<file path="config.mk">
export PLATFORM = sky130hd
export DESIGN_NAME = shell_argument_tokenizer
export DESIGN_NICKNAME = d
export VERILOG_FILES = /design/src/hdl/sat_pkg.sv /design/src/hdl/shell_argument_tokenizer.sv /design/src/hdl/sat_front.sv /design/src/hdl/sat_queue.sv /design/src/hdl/sat_back.sv
export VERILOG_INCLUDE_DIRS = /design/src /design/src/hdl
export SDC_FILE = /design/constraint.sdc
export NUM_CORES = 1
export LEC_CHECK = 0
export ABC_AREA = 1
export BUFFER_PORTS_ARGS = -buffer_cell sky130_fd_sc_hd__buf_2
export CORE_MARGIN = 2
export CORE_UTILIZATION = 32
export CTS_BUF_LIST = sky130_fd_sc_hd__clkbuf_2 sky130_fd_sc_hd__clkbuf_4 sky130_fd_sc_hd__clkbuf_8
export DETAILED_ROUTE_END_ITERATION = 6
export GPL_TIMING_DRIVEN = 0
export HOLD_SLACK_MARGIN = 0.06
export PLACE_DENSITY_LB_ADDON = 0.25
export RECOVER_POWER = 100
export SYNTH_ARGS = -nofsm -noshare
export SYNTH_HDL_FRONTEND = slang
export SYNTH_HIERARCHICAL = 1
export SYNTH_SLANG_ARGS = --single-unit
</file>
<file path="constraint.sdc">
create_clock -name clk -period 4.89 [get_ports clk]
set_input_delay 0 -clock clk [delete_from_list [all_inputs] [get_ports clk]]
set_output_delay 0 -clock clk [all_outputs]
set_load 0.05 [all_outputs]
</file>
<file path="src/hdl/shell_argument_tokenizer_macros.svh">
// Assertion macros for the tokenizer modules; only sat_queue uses them.
`ifndef SHELL_ARGUMENT_TOKENIZER_MACROS_SVH
`define SHELL_ARGUMENT_TOKENIZER_MACROS_SVH

`ifndef ASSERT_OFF
// Same-cycle implication, sampled on clk, disabled while reset is held.
`define SAT_ASSERT_NOW(label, ante, cons) \
    label: assert property (@(posedge clk) disable iff (!rst_n) (ante) |-> (cons)) \
        else $error("tokenizer assertion failed");
// Next-cycle implication, sampled on clk, disabled while reset is held.
`define SAT_ASSERT_NEXT(label, ante, cons) \
    label: assert property (@(posedge clk) disable iff (!rst_n) (ante) |=> (cons)) \
        else $error("tokenizer assertion failed");
`else
`define SAT_ASSERT_NOW(label, ante, cons)
`define SAT_ASSERT_NEXT(label, ante, cons)
`endif

`endif

</file>
<file path="src/hdl/sat_pkg.sv">
// Package with the codes, types and helpers of the argument tokenizer.
`timescale 1ns / 1ps

package sat_pkg;

    // Lexer modes.
    localparam logic [2:0] MODE_BETWEEN = 3'd0;
    localparam logic [2:0] MODE_TOKEN   = 3'd1;
    localparam logic [2:0] MODE_SQ      = 3'd2;
    localparam logic [2:0] MODE_DQ      = 3'd3;
    localparam logic [2:0] MODE_DQ_BS   = 3'd4;
    localparam logic [2:0] MODE_BS      = 3'd5;
    localparam logic [2:0] MODE_COMMENT = 3'd6;

    // Result kinds.
    localparam logic [1:0] KIND_BYTE = 2'd0;
    localparam logic [1:0] KIND_END  = 2'd1;
    localparam logic [1:0] KIND_EOL  = 2'd2;
    localparam logic [1:0] KIND_BAD  = 2'd3;

    // Characters that steer the lexer.
    localparam logic [7:0] CH_HASH   = 8'h23;
    localparam logic [7:0] CH_SPACE  = 8'h20;
    localparam logic [7:0] CH_TAB    = 8'h09;
    localparam logic [7:0] CH_NL     = 8'h0A;
    localparam logic [7:0] CH_BSLASH = 8'h5C;
    localparam logic [7:0] CH_DQUOTE = 8'h22;
    localparam logic [7:0] CH_SQUOTE = 8'h27;
    localparam logic [7:0] CH_BTICK  = 8'h60;
    localparam logic [7:0] CH_DOLLAR = 8'h24;

    // Up to three results follow from one input byte.
    localparam int MAX_RES = 3;
    localparam int CNT_W   = $clog2(MAX_RES + 1);
    localparam int IDX_W   = $clog2(MAX_RES);

    // Depth of the queue between the lexer and the serialiser.
    localparam int QDEPTH = 4;
    localparam int QPTR_W = $clog2(QDEPTH);
    localparam int QCNT_W = $clog2(QDEPTH + 1);

    typedef struct packed {
        logic [1:0] kind;
        logic [7:0] data;
    } res_t;

    // All results of one input byte; cnt is never zero once queued.
    typedef struct packed {
        logic [CNT_W-1:0]       cnt;
        res_t [MAX_RES-1:0]     res;
    } bundle_t;

    // Appends one result to a bundle; data is kept only for argument bytes.
    function automatic bundle_t add_res(bundle_t b, logic [1:0] k, logic [7:0] d);
        bundle_t r;
        r = b;
        r.res[b.cnt[IDX_W-1:0]].kind = k;
        r.res[b.cnt[IDX_W-1:0]].data = (k == KIND_BYTE) ? d : 8'd0;
        r.cnt = b.cnt + CNT_W'(1);
        return r;
    endfunction

endpackage

</file>
<file path="src/hdl/shell_argument_tokenizer.sv">
// Top level of the streaming shell argument tokenizer.
//
//   channel   handshake          payload
//   input     push / full        in_byte, last_byte
//   results   empty / pop        kind, out_byte, run_end
//
// One input byte is taken per cycle while full is low; the lexer decides all
// results of a byte in that cycle and queues them as one bundle.
// The serialiser delivers one result per beat, so a byte with k results takes
// k beats on the output side; the four-bundle queue absorbs the difference.
// Bytes that cause no result never enter the queue.
// Reset returns the lexer to between tokens and empties the queue.
`timescale 1ns / 1ps

module shell_argument_tokenizer (
    input  logic       clk,
    input  logic       rst_n,
    input  logic       push,
    output logic       full,
    input  logic [7:0] in_byte,
    input  logic       last_byte,
    output logic       empty,
    input  logic       pop,
    output logic [1:0] kind,
    output logic [7:0] out_byte,
    output logic       run_end
);
    import sat_pkg::*;

    logic    take;
    logic    q_wr_en;
    bundle_t q_wr_data;
    logic    q_rd_en;
    bundle_t q_head;

    assign take = push && !full;

    sat_front u_front (
        .clk       (clk),
        .rst_n     (rst_n),
        .take      (take),
        .in_byte   (in_byte),
        .last_byte (last_byte),
        .wr_en     (q_wr_en),
        .wr_data   (q_wr_data)
    );

    sat_queue u_queue (
        .clk     (clk),
        .rst_n   (rst_n),
        .wr_en   (q_wr_en),
        .wr_data (q_wr_data),
        .rd_en   (q_rd_en),
        .rd_data (q_head),
        .full    (full),
        .empty   (empty)
    );

    sat_back u_back (
        .clk      (clk),
        .rst_n    (rst_n),
        .head     (q_head),
        .q_empty  (empty),
        .pop      (pop),
        .q_rd_en  (q_rd_en),
        .kind     (kind),
        .out_byte (out_byte),
        .run_end  (run_end)
    );

endmodule

</file>
<file path="src/hdl/sat_front.sv">
// Lexer front end: holds the mode and turns each byte into a bundle of results.
`timescale 1ns / 1ps

module sat_front (
    input  logic             clk,
    input  logic             rst_n,
    input  logic             take,
    input  logic [7:0]       in_byte,
    input  logic             last_byte,
    output logic             wr_en,
    output sat_pkg::bundle_t wr_data
);
    import sat_pkg::*;

    logic [2:0] mode_reg;
    logic [2:0] mode_next;
    logic       tok_reg;
    logic       tok_next;
    bundle_t    bnd;

    always_comb
    begin
        logic [2:0] m;
        logic       t;
        bundle_t    b;
        m = mode_reg;
        t = tok_reg;
        b = '0;
        case (mode_reg)
            MODE_SQ:
            begin
                if (in_byte == CH_SQUOTE)
                    m = MODE_TOKEN;
                else
                    b = add_res(b, KIND_BYTE, in_byte);
            end
            MODE_DQ:
            begin
                if (in_byte == CH_BSLASH)
                    m = MODE_DQ_BS;
                else if (in_byte == CH_DQUOTE)
                    m = MODE_TOKEN;
                else
                    b = add_res(b, KIND_BYTE, in_byte);
            end
            MODE_DQ_BS:
            begin
                // The backslash survives unless it escapes one of the special bytes.
                if (!(in_byte inside {CH_DQUOTE, CH_BSLASH, CH_BTICK, CH_DOLLAR, CH_NL}))
                    b = add_res(b, KIND_BYTE, CH_BSLASH);
                b = add_res(b, KIND_BYTE, in_byte);
                m = MODE_DQ;
            end
            MODE_BS:
            begin
                if (in_byte == CH_NL)
                    m = tok_reg ? MODE_TOKEN : MODE_BETWEEN;
                else
                begin
                    b = add_res(b, KIND_BYTE, in_byte);
                    t = 1'b1;
                    m = MODE_TOKEN;
                end
            end
            MODE_COMMENT:
            begin
                if (in_byte == CH_NL)
                    m = MODE_BETWEEN;
            end
            default:
            begin
                if (in_byte inside {CH_SPACE, CH_TAB, CH_NL})
                begin
                    if (tok_reg)
                        b = add_res(b, KIND_END, 8'd0);
                    t = 1'b0;
                    m = MODE_BETWEEN;
                end
                else if (in_byte == CH_HASH && !tok_reg)
                    m = MODE_COMMENT;
                else if (in_byte == CH_SQUOTE)
                begin
                    t = 1'b1;
                    m = MODE_SQ;
                end
                else if (in_byte == CH_DQUOTE)
                begin
                    t = 1'b1;
                    m = MODE_DQ;
                end
                else if (in_byte == CH_BSLASH)
                    m = MODE_BS;
                else
                begin
                    b = add_res(b, KIND_BYTE, in_byte);
                    t = 1'b1;
                    m = MODE_TOKEN;
                end
            end
        endcase

        if (last_byte)
        begin
            if (m == MODE_SQ || m == MODE_DQ || m == MODE_DQ_BS)
                b = add_res(b, KIND_BAD, 8'd0);
            else
            begin
                if (t)
                    b = add_res(b, KIND_END, 8'd0);
                b = add_res(b, KIND_EOL, 8'd0);
            end
            m = MODE_BETWEEN;
            t = 1'b0;
        end

        mode_next = m;
        tok_next  = t;
        bnd       = b;
    end

    always_ff @(posedge clk or negedge rst_n)
    begin
        if (!rst_n)
        begin
            mode_reg <= MODE_BETWEEN;
            tok_reg  <= 1'b0;
        end
        else if (take)
        begin
            mode_reg <= mode_next;
            tok_reg  <= tok_next;
        end
    end

    // Bytes that produce nothing are not queued.
    assign wr_en   = take && (bnd.cnt != '0);
    assign wr_data = bnd;

endmodule

</file>
<file path="src/hdl/sat_queue.sv">
// Small queue of result bundles between the lexer and the serialiser.
`timescale 1ns / 1ps
`include "shell_argument_tokenizer_macros.svh"

module sat_queue (
    input  logic             clk,
    input  logic             rst_n,
    input  logic             wr_en,
    input  sat_pkg::bundle_t wr_data,
    input  logic             rd_en,
    output sat_pkg::bundle_t rd_data,
    output logic             full,
    output logic             empty
);
    import sat_pkg::*;

    bundle_t             entry_reg [QDEPTH];
    logic [QPTR_W-1:0]   wr_ptr_reg;
    logic [QPTR_W-1:0]   wr_ptr_next;
    logic [QPTR_W-1:0]   rd_ptr_reg;
    logic [QPTR_W-1:0]   rd_ptr_next;
    logic [QCNT_W-1:0]   count_reg;
    logic [QCNT_W-1:0]   count_next;

    assign full    = (count_reg == QCNT_W'(QDEPTH));
    assign empty   = (count_reg == '0);
    assign rd_data = entry_reg[rd_ptr_reg];

    always_comb
    begin
        wr_ptr_next = wr_ptr_reg;
        rd_ptr_next = rd_ptr_reg;
        count_next  = count_reg;
        if (wr_en)
            wr_ptr_next = (wr_ptr_reg == QPTR_W'(QDEPTH - 1)) ? '0 : wr_ptr_reg + QPTR_W'(1);
        if (rd_en)
            rd_ptr_next = (rd_ptr_reg == QPTR_W'(QDEPTH - 1)) ? '0 : rd_ptr_reg + QPTR_W'(1);
        if (wr_en && !rd_en)
            count_next = count_reg + QCNT_W'(1);
        else if (rd_en && !wr_en)
            count_next = count_reg - QCNT_W'(1);
    end

    always_ff @(posedge clk or negedge rst_n)
    begin
        if (!rst_n)
        begin
            wr_ptr_reg <= '0;
            rd_ptr_reg <= '0;
            count_reg  <= '0;
        end
        else
        begin
            wr_ptr_reg <= wr_ptr_next;
            rd_ptr_reg <= rd_ptr_next;
            count_reg  <= count_next;
        end
    end

    always_ff @(posedge clk)
    begin
        if (wr_en)
            entry_reg[wr_ptr_reg] <= wr_data;
    end

    `SAT_ASSERT_NOW(a_no_write_when_full, wr_en, !full)
    `SAT_ASSERT_NOW(a_no_read_when_empty, rd_en, !empty)
    `SAT_ASSERT_NOW(a_count_in_range, 1'b1, count_reg <= QCNT_W'(QDEPTH))
    `SAT_ASSERT_NEXT(a_pop_only_drains, rd_en && !wr_en, count_reg == $past(count_reg) - QCNT_W'(1))
    `SAT_ASSERT_NOW(a_queued_not_empty, !empty, rd_data.cnt != '0)

endmodule

</file>
<file path="src/hdl/sat_back.sv">
// Serialiser: hands out the results of the oldest bundle one beat at a time.
`timescale 1ns / 1ps

module sat_back (
    input  logic             clk,
    input  logic             rst_n,
    input  sat_pkg::bundle_t head,
    input  logic             q_empty,
    input  logic             pop,
    output logic             q_rd_en,
    output logic [1:0]       kind,
    output logic [7:0]       out_byte,
    output logic             run_end
);
    import sat_pkg::*;

    logic [IDX_W-1:0] idx_reg;
    logic [IDX_W-1:0] idx_next;
    logic             beat;

    assign kind     = head.res[idx_reg].kind;
    assign out_byte = head.res[idx_reg].data;
    assign run_end  = (CNT_W'(idx_reg) == head.cnt - CNT_W'(1));

    assign beat    = pop && !q_empty;
    // The bundle leaves the queue with its final beat.
    assign q_rd_en = beat && run_end;

    always_comb
    begin
        idx_next = idx_reg;
        if (q_rd_en)
            idx_next = '0;
        else if (beat)
            idx_next = idx_reg + IDX_W'(1);
    end

    always_ff @(posedge clk or negedge rst_n)
    begin
        if (!rst_n)
            idx_reg <= '0;
        else
            idx_reg <= idx_next;
    end

endmodule
</file>
### Yosys cells after proc, flatten, opt, wreduce, memory -nomap -nowiden

Memory sizes are Yosys's and may differ from the RTL's.
Index checks and enable logic that the tools add are counted.

* $add $sub $neg: 9
* order comparisons: 7
* equal/unequal tests: 21
* muxes and demuxes: 69
* reduce and logical (&&, ||, !) cells: 24

Operators with widths (count)
* 2-to-1 mux 32 bit: 11
* bitwise mux 30 bit: 8
* 2-to-1 mux 31 bit: 6
* case mux 32 bit (5 select lines): 1
* demux 10 bit (select 2 bit): 6
* equality test 8 x 6 -> 1 bit (second input constant): 5
* 2-to-1 mux 10 bit: 4
* 2-to-1 mux 3 bit: 13
* 2-to-1 mux 8 bit: 3
* binary-select mux 10 bit (select 2 bit): 1
* equality test 8 x 4 -> 1 bit (second input constant): 2
* equality test 8 x 7 -> 1 bit (second input constant): 2
* equality test 3 bit (second input constant): 5
* case mux 3 bit (5 select lines): 1
* adder 2 x 1 -> 2 bit (second input constant): 6
* equality test 3 x 2 -> 1 bit (second input constant): 4
* < comparator 2 x 3 -> 1 bit (second input constant): 4
* logical AND 1 bit: 10
* 2-to-1 mux 1 bit: 10
* 2-to-1 mux 2 bit: 4
* greater-or-equal comparator 2 x 1 -> 1 bit (second input constant): 3
* nonzero test 2 bit: 3
* zero test 1 bit: 5
* nonzero test 5 bit: 1
* other kinds (10): 12

* register bits: 13
* memory bits (writable): 128
* input port bits: 13
* output and inout bits: 13
* word-level logic and storage cells: 137
* memories kept: 1

Memories
* u_queue.entry_reg: depth 4, width 32, read ports 1, clocked after Yosys merged registers in 0, wr ports 1, RTL line sat_queue.sv:17 `bundle_t entry_reg [QDEPTH];`

### Longest topological paths before layout

Gate-level depths: netlist of the first run.

* depth after elaboration: 34
* mapped depth: 28
* gate-level depth less buffers: 28

### Cells and area by module

The synthesis of the first run kept the hierarchy.

By module, submodules not included
* sat_queue: times used 1, cells each 425, area an instance 5556.6 µm², sequential area each 4018.9 µm²
* sat_front: times used 1, cells each 219, area an instance 1272.5 µm², sequential area each 100.1 µm²
* sat_back: times used 1, cells each 71, area an instance 379.1 µm², sequential area each 50.0 µm²
* shell_argument_tokenizer: times used 1, cells each 2, area an instance 10.0 µm², sequential area each 0.0 µm²

### Worst setup path before layout of the first run

OpenSTA, ideal clock, no wires.

* path type: reg-to-reg
* start point: register u_front.mode_reg[2]
* end point: memory u_queue/entry_reg[3][0] (netlist name) (enable)
* library setup time: 0.387 ns
* arrival time: 3.314 ns
* data required time: 4.503 ns
* path slack: 1.190 ns
* stages on the path, launching flop included: 21
* path buffers: 0
* clock period less this slack: 3.700 ns
* path through: dfrtp_1 > nand2_1 > nand2_1 > inv_2 > nand3_1 > nor2_2 > a21oi_1 > nand2_2 > inv_2 > ha_1 > inv_1 > o21ai_0 > inv_1 > ha_1 > nand3_1 > nand2_1 > nor2_1 > nor2_1 > a21oi_2 > nand2_1 > inv_1

* word-level cells in the longest chain between the ends: 13
* elaborated cells on any way between the ends: 29
* those cells by class: 2 x add/sub; 8 x eq/ne; 14 x mux; 5 x reduce/logical

RTL lines
* from (decl): RTL line sat_front.sv:15 `logic [2:0] mode_reg;`
* from (signal assigned): RTL line sat_front.sv:130 `mode_reg <= mode_next;`
* equality test 3 bit or equality test 3 x 2 -> 1 bit (tied branches): RTL line sat_front.sv:29 `case (mode_reg)`
* case mux 32 bit (5 select lines) or OR reduction 4 bit (tied branches)
* adder 2 x 1 -> 2 bit or case mux 1 bit (2 select lines) (tied branches): RTL line sat_pkg.sv:59, sat_front.sv:29
* 2-to-1 mux 32 bit: RTL line sat_front.sv:108 `if (t)`
* 2-to-1 mux 32 bit: RTL line sat_front.sv:104 `if (m == MODE_SQ || m == MODE_DQ || m == MODE_DQ_BS)`
* 2-to-1 mux 32 bit: RTL line sat_front.sv:102 `if (last_byte)`
* adder 2 x 1 -> 2 bit: RTL line sat_pkg.sv:59 `r.cnt = b.cnt + CNT_W'(1);`
* 2-to-1 mux 32 bit: RTL line sat_front.sv:104
* 2-to-1 mux 32 bit *: RTL line sat_front.sv:102
* nonzero test 2 bit *: RTL line sat_front.sv:136 `assign wr_en = take && (bnd.cnt != '0);`
* logical AND 1 bit *: RTL line sat_front.sv:136
* net q_wr_en: RTL line shell_argument_tokenizer.sv:31 `logic q_wr_en;`
* 2-to-1 mux 1 bit *: RTL line sat_queue.sv:62 `if (wr_en)`
* 2-to-1 mux 1 bit (not written as such) *: RTL line sat_queue.sv:63 `entry_reg[wr_ptr_reg] <= wr_data;`
* to (decl): RTL line sat_queue.sv:17

Mark *: on every way through the listed nets, which the timed path passes. The rest lies on a longest branch. The select of a mux whose other input is x is not followed.

### Worst setup path after layout of the first run

* start point: register u_front.mode_reg[2]
* end point: memory u_queue/entry_reg[2][23] (netlist name) (enable)

The elaborated chain is that of the path after synthesis.

==> impl_metrics.env, run 1 <==
export IMPL_drv_slew=0
export IMPL_ys_seq_area_share_pct=57.8
export IMPL_cap_violations=0
export IMPL_p_per_area_mw_per_mm2=749
export IMPL_worstPathArrival_ns=4.44
export IMPL_critPathCaptureType="flop"
export IMPL_avgSynthCellArea_um2=10.1
export IMPL_grt_busiest_layer="met2"
export IMPL_worst_slew_pin_slew_ns=1.30
export IMPL_setup_violations=0
export IMPL_slew_limit_headroom_pct=11.1
export IMPL_final_common_cell="nand2_1"
export IMPL_drtIter0Drc=377
export IMPL_holdCritPathClass="in -> reg"
export IMPL_ios=26
export IMPL_antenna_found_initial=0
export IMPL_r2r_start="u_front/mode_reg[2]"
export IMPL_hold_start="in_byte[2]"
export IMPL_switching_share_pct=45.7
export IMPL_wl_um=17600
export IMPL_grt_max_degree=33
export IMPL_p_comb_share_pct=50.0
export IMPL_path_class="reg -> reg"
export IMPL_multiInputGateArea_mm2=0.00228
export IMPL_pwr_share_clk_pct=16.5
export IMPL_drt_pre_antenna_iters=4
export IMPL_yosysUniqueCellTypes=40
export IMPL_cts_root_buf="clkbuf_8"
export IMPL_use_met1_pct=21.2
export IMPL_grt_overflow_total=0
export IMPL_dp_hpwl_um=11900
export IMPL_drtAntennaViolNets=0
export IMPL_final_hold_viol_count=0
export IMPL_largest_reg_flops=128
export IMPL_netlist_instances=717
export IMPL_grt_pass1_vias=4900
export IMPL_use_met3_pct=3.19
export IMPL_io_buffers=24
export IMPL_area_growth_syn_to_layout_pct=13.3
export IMPL_grt_use_met2_pct=25.0
export IMPL_seq_power_share_pct=33.5
export IMPL_fin_crit_ns=4.37
export IMPL_ys_warn_count=6
export IMPL_drc=0
export IMPL_syn_cell_area_mm2=0.00722
export IMPL_clock_skew_ns=0.0125
export IMPL_track_usage_pct=15.5
export IMPL_layout_drive_gt1_share_pct=14.4
export IMPL_synthArstFlopShare_pct=9.22
export IMPL_finalCritPeriodShare_pct=89.4
export IMPL_crit_fanout=32
export IMPL_core_mm2=0.0220
export IMPL_synth_top_area_share_pct=53.3
export IMPL_num_vias=5020
export IMPL_ys_ff_latch=141
export IMPL_globalplace_congestion=0.913
export IMPL_required_ns=4.96
export IMPL_critPathLaunch="u_front/mode_reg[2]"
export IMPL_die_w_um=154
export IMPL_synth_edff_count=128
export IMPL_cts_htree_levels=4
export IMPL_clk_latency_ns=0.44
export IMPL_internal_power_w=0.00332
export IMPL_vdd_drop_max_mv=0.250
export IMPL_wl_per_cell_um=16.5
export IMPL_ff_latch_area_mm2=0.00417
export IMPL_yosys_area_top_type="edfxtp_1"
export IMPL_start_util_pct=32.9
export IMPL_avgViaCountPerCell=4.70
export IMPL_outcome="finished clean"
export IMPL_cts_tree="built"
export IMPL_cts_buffers=17
export IMPL_clockBufferDepth=2
export IMPL_p_leak_nw=3.42
export IMPL_ys_flop_type="edfxtp_1"
export IMPL_num_nets_final=802
export IMPL_grt_pass1_wl_um=27500
export IMPL_setup_tns_ns=0
export IMPL_dieArea_mm2=0.0238
export IMPL_mostFrequentLayoutCells="163 x nand2_1, 128 x edfxtp_1, 107 x inv_1"
export IMPL_dieHeight_um=154
export IMPL_clk_pin_slew_ns=0.08
export IMPL_std_cell_rows=54
export IMPL_rsz0062_at_grt="false"
export IMPL_clock_sinks=141
export IMPL_n_fill_cell=2184
export IMPL_worstSetupStartpointType="flop"
export IMPL_max_freq_mhz=229
export IMPL_antenna_cells=0
export IMPL_power_switching_w=0.00280
export IMPL_yosys_top_cells_area="edfxtp_1 53%, nand2_1 8.3%, o211ai_1 6.7%"
export IMPL_finalPower_w=0.00612
==> synth_stat cells, types with 2 or more instances <==
library cell	count
clkbuf_1	2
nand3_2	2
and3_1	2
nand2_2	10
a2111oi_0	6
nor2_4	4
nand3_1	33
inv_2	10
a21oi_2	5
a22oi_1	2
o31ai_1	3
a211oi_1	2
nand4_1	4
o21ai_0	22
o211ai_1	64
o22ai_1	5
inv_1	109
dfrtp_1	13
edfxtp_1	128
o21ai_1	10
ha_1	13
nand2_1	160
buf_4	12
buf_6	16
nor3_1	2
nor2_1	41
a21oi_1	13
buf_2	7
nor2_2	6
==> cell type report <==
type / instances / area share (%)
Timing Repair Buffer: 32 / 2.25
Inverter: 120 / 5.54
Clock inverter: 13 / 2.31
Buffer: 38 / 3.78
Clock buffer: 18 / 2.95
Tap cell: 280 / 4.29
Multi-Input combinational cell: 425 / 27.9
Sequential cell: 141 / 51.0
==> power by group through the flow <==
| stage | clock, W | combinational [W] | sequential (W) |
|---|---|---|---|
| 6_report | 0.00101 | 0.00306 | 0.00205 |
| 2_1_floorplan | 0 | 0.00226 | 0.00205 |
| 5_1_grt | 0.00109 | 0.00339 | 0.00209 |
| 3_3_place_gp | 0 | 0.00312 | 0.00208 |
| 4_1_cts | 0.00104 | 0.00316 | 0.00205 |
| 3_5_place_dp | 0 | 0.00315 | 0.00208 |
==> final timing paths <==
path,to,slack (ns),cells after the start
worst max-delay path,u_queue/entry_reg[2][23],0.52,20
worst min-delay path,u_queue/entry_reg[1][12],0.1,3
worst max register to register,u_queue/entry_reg[2][23],0.52,20
worst min register to register,u_queue/count_reg[2],0.51,2
max in group asynchronous,u_queue/count_reg[2],3.69,3
min in group asynchronous,u_front/tok_reg,0.70,3
==> kinds of logic (layout without fill, tap and decap cells) <==
family	after synthesis	in the layout	share of synthesized area [%]
flops	141	141	57.8
other cells	1	8	0.0520
buf+inv	158	221	10.7
fa+ha+maj	14	14	2.53
simple gates	266	266	16.0
xor+xnor	2	2	0.243
compound gates	135	135	12.7
==> routing by layer <==
metal,part of all wire [%],vias up
met5,0,-
met4,1.9,0
met3,3.5,23
met2,47,98
met1,48,2367
li1,-,2532
==> what timing repair did <==
item | CTS | global route
buffers inserted | 0 | 0
endpoints found under the hold margin | 35 | 0
hold buffers | 8 | 0
gates resized for setup | 0 | 0
==> stage by stage <==
stage	setup WS, ns	utilization [%]	hold slack, ns	cells	cell area, µm²
after global routing	0.178	37.2	0.0867	1067	8180
after CTS	0.661	37.5	0.0676	1067	8230
after detailed placement	0.673	35.1	-0.0568	1028	7710
after floorplan	1.19	-	-0.296	724	7240
final	0.520	37.2	0.0960	1067	8180
after global placement	0.131	35.1	-0.0603	1028	7710
==> critical path, stage by stage, from the launching register on <==
cell,delay (ns)
dfrtp_1,0.44
nand2_1,0.17
nand2_1,0.10
inv_1,0.16
nand3_1,0.12
nor2_2,0.17
a21oi_1,0.10
nand2_1,0.18
inv_1,0.12
ha_1,0.31
inv_1,0.04
o21ai_0,0.22
inv_1,0.10
ha_1,0.29
nand3_1,0.08
nand2_1,0.05
nor2_1,0.10
nor2_1,0.10
a21oi_2,0.36
nand2_1,0.12
inv_2,0.66
No activity file was read; power rests on OpenSTA's default activity.
==> inputs of run 2 (changes only) <==
Settings changed: ABC_AREA 1 to unset.
==> impl_metrics.env, run 2 <==
export IMPL_cts_htree_levels=4
export IMPL_critPathCaptureType="flop"
export IMPL_grt_max_degree=30
export IMPL_p_per_area_mw_per_mm2=552
export IMPL_antenna_cells=0
export IMPL_setup_tns_ns=0
export IMPL_ys_flop_type="edfxtp_1"
export IMPL_clockBufferDepth=2
export IMPL_topRoutingLayerUsed="met4"
export IMPL_finalCritPeriodShare_pct=93.1
export IMPL_clock_sinks=141
export IMPL_io_buffers=25
export IMPL_finalPower_w=0.00432
export IMPL_r2r_start="u_front/tok_reg"
export IMPL_setup_worst_path_end="u_queue/count_reg[2]"
export IMPL_synth_most_common_cell="edfxtp_1"
export IMPL_ff2ff_path_depth=21
export IMPL_critPathLaunch="u_front/tok_reg"
export IMPL_num_nets_final=533
export IMPL_r2r_slack_ns=0.34
export IMPL_largest_reg_flops=128
export IMPL_worstSetupStartpointType="flop"
export IMPL_ios=26
export IMPL_area_growth_syn_to_layout_pct=15.1
export IMPL_ys_ff_latch=141
export IMPL_grt_pass1_wl_um=22500
export IMPL_avgSynthCellArea_um2=15.5
export IMPL_clk_latency_ns=0.43
export IMPL_wl_per_cell_um=17.9
export IMPL_num_vias=3933
export IMPL_grt_pass1_vias=3913
export IMPL_dp_cells=749
export IMPL_synth_edff_count=128
export IMPL_cts_tree="built"
export IMPL_reg2reg_to="u_queue/count_reg[2]"
export IMPL_avgViaCountPerCell=4.95
export IMPL_outcome="finished clean"
export IMPL_ys_seq_area_share_pct=61.4
export IMPL_wl_met1_um=6630
export IMPL_crit_family="compound AO/OA/AOI/OAI gates"
export IMPL_globalplace_congestion=0.812
export IMPL_rsz0062_at_grt="false"
export IMPL_drtIter0Drc=364
export IMPL_crit_fanout=9
export IMPL_clock_skew_ns=0.00821
export IMPL_final_common_cell="edfxtp_1"
export IMPL_path_class="reg -> reg"
export IMPL_ys_warn_count=6
export IMPL_wl_met2_um=6830
export IMPL_core_mm2=0.0210
export IMPL_n_fill_cell=2022
export IMPL_worst_slew_pin_slew_ns=0.764
export IMPL_synth_top_area_share_pct=56.6
export IMPL_p_leak_nw=2.73
export IMPL_cp_slowest_cell="dfrtp_1"
export IMPL_syn_cell_area_mm2=0.00679
export IMPL_fin_cells=794
export IMPL_dieArea_mm2=0.0224
export IMPL_ys_top_cells_by_count="128 x edfxtp_1, 29 x nand2_1, 28 x mux4_2, 21 x o21ai_0, 17 x inv_1"
export IMPL_cts_root_buf="clkbuf_8"
export IMPL_antenna_found_initial=0
export IMPL_drc=0
export IMPL_worstPathCellList="nor2b_1 > o32ai_1 > a21oi_1 > o21ai_0 > nand2_1 > a2111oi_4 > ha_1 > and2_0 > o21bai_1 > inv_1 > ha_1 > inv_1 > o21ai_0 > o22ai_2 > o21a_2 > ha_1 > inv_1 > fa_1 > xor2_1 > nor2_1 > xor2_1"
export IMPL_drt_pre_antenna_iters=4
export IMPL_start_util_pct=32.4
export IMPL_worstPathArrival_ns=4.91
export IMPL_slew_limit_headroom_pct=49.0
export IMPL_holdCritPathClass="in -> reg"
export IMPL_yosys_top_cells_area="edfxtp_1 57%, mux4_2 9.3%, dfrtp_1 4.8%"
export IMPL_drv_slew=0
export IMPL_max_freq_mhz=220
export IMPL_cp_depth=21
export IMPL_vdd_drop_max_mv=0.177
export IMPL_final_hold_viol_count=0
export IMPL_fin_crit_ns=4.55
export IMPL_mostFrequentLayoutCells="128 x edfxtp_1, 29 x nand2_1, 28 x mux4_2"
export IMPL_std_cell_rows=53
export IMPL_yosys_area_top_type="edfxtp_1"
export IMPL_setup_violations=0
export IMPL_dieHeight_um=150
export IMPL_synthArstFlopShare_pct=9.22
export IMPL_die_w_um=150
export IMPL_clk_pin_slew_ns=0.08
export IMPL_dp_hpwl_um=9770
export IMPL_wl_um=14200
export IMPL_cap_violations=0
export IMPL_layout_drive_gt1_share_pct=23.9
export IMPL_cts_buffers=17
export IMPL_netlist_instances=438
export IMPL_track_usage_pct=13.5
export IMPL_worst_path_buf_inv=3
export IMPL_grt_overflow_total=0
export IMPL_cpPeakStageDelay_ns=0.47
export IMPL_drtAntennaViolNets=0
export IMPL_yosysUniqueCellTypes=74
export IMPL_required_ns=5.25
export IMPL_met3_length_um=647
[run 2: per-stage QoR]
stage | area (µm²) | hold slack (ns) | util (%) | setup slack (ns)
after floorplan | 6820 | -0.296 | - | 0.555
after global placement | 7290 | -0.0873 | 34.8 | -0.874
after detailed placement | 7370 | -0.0811 | 35.2 | -0.159
after CTS | 7830 | 0.0721 | 37.4 | 0.0399
after global routing | 7820 | 0.0864 | 37.3 | 0.0409
final | 7820 | 0.109 | 37.3 | 0.338
[run 2: cell type report]
cell class | instances | area [µm²] | share of cell area (%)
Inverter | 17 | 63.8 | 0.816
Clock inverter | 13 | 106 | 1.36
Sequential cell | 141 | 4170 | 53.3
Clock buffer | 19 | 249 | 3.18
Multi-Input combinational cell | 261 | 2370 | 30.3
Buffer | 26 | 206 | 2.64
Tap cell | 275 | 344 | 4.40
Timing Repair Buffer | 42 | 313 | 4.00
[run 2: power by group]
part | internal, W | total, W | switching, W
clock network | 0.000374 | 0.000829 | 0.000455
registers | 0.00161 | 0.00170 | 0.0000876
logic | 0.000685 | 0.00179 | 0.00111
total | 0.00267 | 0.00432 | 0.00165
[run 2: logic make-up after synthesis]
kind of cell | count (synthesis) | share of synthesized area (%)
simple gates | 104 | 8.92
compound gates | 79 | 8.64
flops | 141 | 61.4
other cells | 1 | 0.0552
mux | 48 | 13.3
xor+xnor | 8 | 1.03
fa+ha+maj | 14 | 2.69
buf+inv | 43 | 4.03
[run 2: worst min path at each step]
| stage | from | end | slack [ns] | cells past startpoint |
|---|---|---|---|---|
| final | in_byte[7] | u_queue/entry_reg[0][17] | 0.11 | 2 |
| after global routing | in_byte[7] | u_queue/entry_reg[2][17] | 0.09 | 2 |
| after CTS | in_byte[7] | u_queue/entry_reg[0][17] | 0.07 | 2 |
| after detailed placement | rst_n | u_back/idx_reg[1] | -0.08 | 1 |
| after global placement | rst_n | u_back/idx_reg[1] | -0.09 | 1 |
| after floorplan | rst_n | u_back/idx_reg[0] | -0.30 | 0 |
[run 2: metal layers]
metal | vias up | track usage (%)
li1 | 1826 | -
met1 | 2007 | 18.9
met2 | 92 | 21.1
met3 | 8 | 3.17
met4 | 0 | 3.73
met5 | - | 0
[run 2: timing repair]
action	CTS	global route
pin swaps	1	1
gates cloned	0	0
setup endpoints to repair	1	2
resized for setup	0	2
setup buffers	0	3
hold buffers	10	0
hold endpoints to repair	38	0
